<file path="src/rtl/ssc_pkg.sv">
// ----------------------------------------------------------------------------
// ssc_pkg: shared types and constants of the segment subset-sum counter
// Field widths, the prime modulus, register indexes, controller states and
// the command and status bundles between controller and datapath.
// ----------------------------------------------------------------------------
`default_nettype none

package ssc_pkg;

  localparam int unsigned VAL_W      = 16;  // item value
  localparam int unsigned TGT_W      = 13;  // target sum register
  localparam int unsigned CNT_W      = 16;  // item count register
  localparam int unsigned IDX_W      = 16;  // item index
  localparam int unsigned ANS_W      = 30;  // residues and table entries
  localparam int unsigned SUM_W      = 17;  // clamped target, holds up to 65536
  localparam int unsigned PROD_W     = IDX_W + ANS_W;
  localparam int unsigned CFG_IDX_W  = 1;
  localparam int unsigned CFG_DATA_W = 16;

  localparam int unsigned MAX_SUM_DEF   = 4096;
  localparam int unsigned MAX_ITEMS_DEF = 65535;

  localparam logic [ANS_W-1:0] MODULUS = 30'd998244353;

  typedef enum logic [CFG_IDX_W-1:0] {
    REG_TARGET_SUM = 1'b0,
    REG_ITEM_COUNT = 1'b1
  } ssc_reg_e;

  typedef enum logic [3:0] {
    ST_BOOT_CLR,
    ST_IDLE,
    ST_DISPATCH,
    ST_RUN_CLR,
    ST_CHECK,
    ST_TOP_RD,
    ST_MUL,
    ST_MOD,
    ST_ACC,
    ST_WALK,
    ST_DRAIN,
    ST_SELF_RD,
    ST_SELF_WR,
    ST_INC,
    ST_FINISH
  } ssc_state_e;

  typedef struct packed {
    logic load_item;
    logic clear_init;
    logic clr_step;
    logic check;
    logic top_read;
    logic mul_start;
    logic mul_sel_idx;
    logic acc;
    logic walk_step;
    logic self_read;
    logic self_write;
    logic idx_inc;
    logic out_load;
  } ssc_cmd_t;

  typedef struct packed {
    logic start_flag;
    logic clr_last;
    logic overrun;
    logic case_walk;
    logic case_eq;
    logic walk_end;
    logic mod_done;
    logic out_free;
  } ssc_status_t;

  // sum of two residues, reduced once
  function automatic logic [ANS_W-1:0] mod_add(input logic [ANS_W-1:0] a,
                                               input logic [ANS_W-1:0] b);
    logic [ANS_W:0] t;
    t = {1'b0, a} + {1'b0, b};
    if (t >= {1'b0, MODULUS}) begin
      t = t - {1'b0, MODULUS};
    end
    return t[ANS_W-1:0];
  endfunction

endpackage

`default_nettype wire

</file>
<file path="src/rtl/ssc_ctrl.sv">
// ----------------------------------------------------------------------------
// ssc_ctrl: sequencing controller of the counter
// Steps each item through clear (on start_new), check, answer update, table
// walk and own entry update, then hands the result to the output register.
// ----------------------------------------------------------------------------
`default_nettype none

module ssc_ctrl (
  input  logic                 clk_i,
  input  logic                 rst_ni,
  input  logic                 in_valid_i,
  output logic                 in_ready_o,
  input  ssc_pkg::ssc_status_t status_i,
  output ssc_pkg::ssc_cmd_t    cmd_o
);
  import ssc_pkg::*;

  ssc_state_e state_q, state_d;

  always_ff @(posedge clk_i or negedge rst_ni) begin
    if (!rst_ni) begin
      state_q <= ST_BOOT_CLR;
    end else begin
      state_q <= state_d;
    end
  end

  always_comb begin
    state_d = state_q;
    unique case (state_q)
      ST_BOOT_CLR: if (status_i.clr_last) state_d = ST_IDLE;
      ST_IDLE:     if (in_valid_i) state_d = ST_DISPATCH;
      ST_DISPATCH: state_d = status_i.start_flag ? ST_RUN_CLR : ST_CHECK;
      ST_RUN_CLR:  if (status_i.clr_last) state_d = ST_CHECK;
      ST_CHECK: begin
        if (status_i.overrun) begin
          state_d = ST_FINISH;
        end else if (status_i.case_walk) begin
          state_d = ST_TOP_RD;
        end else if (status_i.case_eq) begin
          state_d = ST_MUL;
        end else begin
          state_d = ST_INC;
        end
      end
      ST_TOP_RD:   state_d = ST_MUL;
      ST_MUL:      state_d = ST_MOD;
      ST_MOD:      if (status_i.mod_done) state_d = ST_ACC;
      ST_ACC:      state_d = status_i.case_walk ? ST_WALK : ST_INC;
      ST_WALK:     if (status_i.walk_end) state_d = ST_DRAIN;
      ST_DRAIN:    state_d = ST_SELF_RD;
      ST_SELF_RD:  state_d = ST_SELF_WR;
      ST_SELF_WR:  state_d = ST_INC;
      ST_INC:      state_d = ST_FINISH;
      ST_FINISH:   if (status_i.out_free) state_d = ST_IDLE;
      default:     state_d = ST_IDLE;
    endcase
  end

  always_comb begin
    cmd_o      = '0;
    in_ready_o = 1'b0;
    unique case (state_q)
      ST_BOOT_CLR: cmd_o.clr_step = 1'b1;
      ST_IDLE: begin
        in_ready_o      = 1'b1;
        cmd_o.load_item = in_valid_i;
      end
      ST_DISPATCH: cmd_o.clear_init = status_i.start_flag;
      ST_RUN_CLR:  cmd_o.clr_step = 1'b1;
      ST_CHECK:    cmd_o.check = 1'b1;
      ST_TOP_RD:   cmd_o.top_read = 1'b1;
      ST_MUL: begin
        cmd_o.mul_start   = 1'b1;
        cmd_o.mul_sel_idx = !status_i.case_walk;
      end
      ST_MOD:      ;
      ST_ACC:      cmd_o.acc = 1'b1;
      ST_WALK:     cmd_o.walk_step = !status_i.walk_end;
      ST_DRAIN:    ;
      ST_SELF_RD:  cmd_o.self_read = 1'b1;
      ST_SELF_WR:  cmd_o.self_write = 1'b1;
      ST_INC:      cmd_o.idx_inc = 1'b1;
      ST_FINISH:   cmd_o.out_load = status_i.out_free;
      default:     ;
    endcase
  end

  a_accept_dispatch: assert property (@(posedge clk_i) disable iff (!rst_ni)
    (in_valid_i && in_ready_o) |=> (state_q == ST_DISPATCH))
    else $error("accepted item not dispatched");

  a_finish_loads: assert property (@(posedge clk_i) disable iff (!rst_ni)
    (state_q == ST_FINISH && status_i.out_free) |=> (state_q == ST_IDLE))
    else $error("result not handed over");

endmodule

`default_nettype wire
</file>
<file path="config.mk">
export PLATFORM = sky130hd
export DESIGN_NAME = ssc_ctrl
export DESIGN_NICKNAME = d
export VERILOG_FILES = /design/src/rtl/ssc_pkg.sv /design/src/rtl/ssc_ctrl.sv
export SDC_FILE = /design/constraint.sdc
export NUM_CORES = 1
export LEC_CHECK = 0
export BUFFER_PORTS_ARGS = -buffer_cell sky130_fd_sc_hd__buf_2
export CORE_AREA = 2 2 39 41
export CTS_CLUSTER_SIZE = 20
export DETAILED_ROUTE_END_ITERATION = 8
export DIE_AREA = 0 0 41 43
export MAX_ROUTING_LAYER = met4
export PLACE_DENSITY_LB_ADDON = 0.05
export SYNTH_ARGS = -nofsm -noshare
export SYNTH_HDL_FRONTEND = slang
export SYNTH_SLANG_ARGS = --single-unit
</file>
<file path="constraint.sdc">
create_clock -name clk_i -period 4.7 [get_ports clk_i]
set_clock_uncertainty 0.1 [all_clocks]
set_input_delay 0.47 -clock clk_i [delete_from_list [all_inputs] [get_ports clk_i]]
set_output_delay 0.47 -clock clk_i [all_outputs]
set_load 0.01 [all_outputs]
</file>
Yosys cells after proc, flatten, opt, wreduce, memory -nomap -nowiden
Index checks and enable logic that the tools add are counted.

storage, ports and cells
  register bits = 4
  word-level logic and storage cells = 51
  output and inout bits = 14
  bits of input ports = 11

cells by class
  reduce and logical (&&, ||, !) cells = 5
  equality and inequality tests = 20
  mux-type cells = 25

operators by type and width
  cell                                                  count
  case mux 4 bit (15 select lines)                      1
  2-to-1 mux 4 bit                                      9
  equality test 4 bit (second input constant)           7
  equality test 4 x 3 -> 1 bit (second input constant)  4
  2-to-1 mux 1 bit                                      12
  inequality test 2 bit (second input constant)         6
  equality test 4 x 2 -> 1 bit (second input constant)  2
  2-to-1 mux 3 bit                                      2
  AND reduction 6 bit                                   1
  equality test 4 x 1 -> 1 bit (second input constant)  1
  logical NOT 4 bit                                     1
  logical NOT 1 bit                                     2
  2-to-1 mux 2 bit                                      1
  OR reduction 2 bit                                    1

Longest topological paths before layout
  word-level depth = 4
  mapped depth = 6
  depth with buffers taken out = 4

Worst setup path after synthesis
No wires, ideal clock.

  path kind = flip-flop to flip-flop
  start = reg state_q[1]
  end = reg state_q[0]
  buffers on the path = 1
  clock period less this slack = 1.742 ns
  arrival time = 1.517 ns
  setup time = 0.125 ns
  stages on the path, launching flop included = 6
  data required time = 4.475 ns
  path slack = 2.958 ns
  cell sequence = dfrtp_1 > buf_4 > and2b_1 > nor4b_1 > or3_4 > mux2_4

between the ends
  word-level cells in the longest chain between the ends = 3
  elaborated cells on any way between the ends = 23
  classes of those cells = eq/ne (20); mux (1); reduce/logical (2)

RTL lines
  element                                                     line            RTL
  start, declared                                             ssc_ctrl.sv:18  ssc_state_e state_q, state_d;
  start signal, assigned                                      ssc_ctrl.sv:24  state_q <= state_d;
  equality test 4 x 2 -> 1 bit, or another cell as far along  ssc_ctrl.sv:30  unique case (state_q)
  inequality test 2 bit (no source line)                      --
  AND reduction 6 bit (no source line)                        --

Several ways; a longest one is shown, not always the timed one.
A chain may end at the register's enable or synchronous reset.

==> metrics.txt <==
die width=41 µm; Fmax=0.476 GHz; relative slew slack=58.2%; crit-path cells=nand2b_1, and3_1, buf_2; register area=100 µm²; Final GP Congestion=0.742; register bit total from synthesis=4; Buffers on Ports=24; sequential area share after synthesis=19.3%; initial antenna violation count=0; CTS buffer count=3; startpoint types=flip-flop; DR pass1 iterations=4; async set-reset flop share out of synthesis=100%; GRT overflow=0; first-pass GRT wire length=1.97 mm; Lkg Pwr=0.000332 µW; peak supply drop=449 µV; PD cells=667 nW/µm²; CORE AREA=1380 µm²; post-CTS sizing=0; Synth-to-Final Area Change=26.0%; Finish-stage setup viols=0; layout cells sized above 1=33.7%; Post-CTS Setup Bufs=0; Total GRT Usage=16.8%; Area after DPL=622 µm²; diode count=0; crit path DAT=1530 ps; detailed-route DRC error count=0; family with the most delay on the worst path=flip-flops; Largest Register=state_q; max-cap viol count=0; Top FF cell, synth=dfrtp_1; multi-input gate area in the final layout=374 µm²; CP bufs+invs=1; post-synth net total=81; DR iter-0 viols=6; dpl hpwl=951 µm; flip-flop count of the largest register after layout=4; # clock sinks=4; Worst setup EP type=output port; Initial Util=37.5%; Hold Path Class=in2async; yosys warns=0; clk root buf=clkbuf_4; clock slew at reported path FFs=40 ps; vias in the first global route=458; H-tree depth=1; Die Footprint=1760 µm²; r2r setup slk=2630 ps; synthesized cell area=519 µm²; fillers=154; vias after detailed routing=574; final instance area=654 µm²; Synth cell types=29; Post-synth EDFFs=0; slowest stage cell, crit path=dfrtp_1; Crit Path Class=reg2out; syn avg cell area=7.42 µm²; final WL=1.28 mm; Regs by FF count=state_q: 4 flops; nets@finish=105; critical path peak fanout=21; Final Hold Fails=0; row cnt=14; CP peak stage delay=730 ps; CTS tree=built; largest net degree at the start of global routing=22; CTS Buffer Depth=2; Worst Max-Slew Pin Slew=626 ps; unrepaired setup endpoints after global routing=false; critical path required time=4130 ps; Final min period=2100 ps; final worst-path cycle share=44.7%; Vias/cell=5.31; Setup Total Neg Slack=0 ps; WL/cell=11.8 µm; Mapped Cells=70; I/O Pins=25; clk_lat worst skew=240 ps; max-slew violations=0; status=complete, no violations; Final ANT Viol Nets=0; hold_buf cts=1; die height=43 µm
==> layer usage <==
metal	GRT usage, %	vias up	wire (µm)
met5	-	-	0
met4	8.00	0	0
met3	3.14	0	70
met2	23.1	20	582
met1	23.1	257	624
li1	-	297	-
==> synth_stat cells, types with 3 or more instances <==
cell type / count / area, µm²
and3_1: 3 / 18.8
clkbuf_1: 3 / 11.3
dfrtp_1: 4 / 100
nand2_1: 6 / 22.5
nand2b_1: 5 / 31.3
nor2_1: 10 / 37.5
nor3_1: 6 / 30.0
==> power breakdown <==
part	switching, µW	total (µW)	internal [µW]
clock network	16.7	45.5	28.8
logic	120	257	137
registers	81.0	134	52.7
total	218	436	218
==> placed cells by master (no fill, tap or decap), types with 2 or more instances in the layout <==
cell type / instances
nor3_1: 6
nor2_1: 10
and3_1: 3
mux2_4: 2
clkbuf_4: 3
buf_2: 24
nand3_1: 2
a21oi_1: 2
o211ai_1: 2
o31ai_1: 2
nand2b_1: 5
nand2_1: 6
o21a_1: 2
a21o_1: 2
nand3b_1: 2
dfrtp_1: 4
o21ai_0: 2
inv_1: 2
==> layout make-up <==
type | instances | share of cell area (%)
well taps | 16 | 3.06
multi-input cells | 58 | 57.2
clock buffers | 3 | 3.44
flip-flops and latches | 4 | 15.3
repair buffers | 25 | 19.9
inverters | 2 | 1.15
==> through the flow <==
| stage | setup WS (ps) | std cells | total power, µW | hold WS (ps) | util [%] |
|---|---|---|---|---|---|
| CTS | 2590 | 108 | 439 | 461 | 47.3 |
| floorplan | 2960 | 70 | 342 | 74.4 | - |
| finish | 2600 | 108 | 436 | 461 | 47.3 |
| global route | 2470 | 108 | 476 | 495 | 47.3 |
| global placement | 2660 | 104 | 396 | 179 | 44.9 |
| detailed placement | 2650 | 104 | 391 | 180 | 44.9 |
==> worst paths after layout <==
path / start / cells past startpoint / end
max: state_q[1] / 3 / cmd_o[10]
min: rst_ni / 2 / state_q[1]
max reg2reg: state_q[0] / 4 / state_q[2]
min reg2reg: state_q[3] / 2 / state_q[3]
max in group asynchronous: rst_ni / 2 / state_q[2]
min in group clk_i: status_i[0] / 4 / state_q[3]
==> cell families after synthesis <==
group,after synthesis,share of synthesized area (%)
and+or+nand+nor,41,46.0
AOI/OAI and AO/OA,15,20.2
buffers and inverters,8,8.67
DFF,4,19.3
muxes,2,5.78
Note: power is estimated with default switching activity, not from simulation.
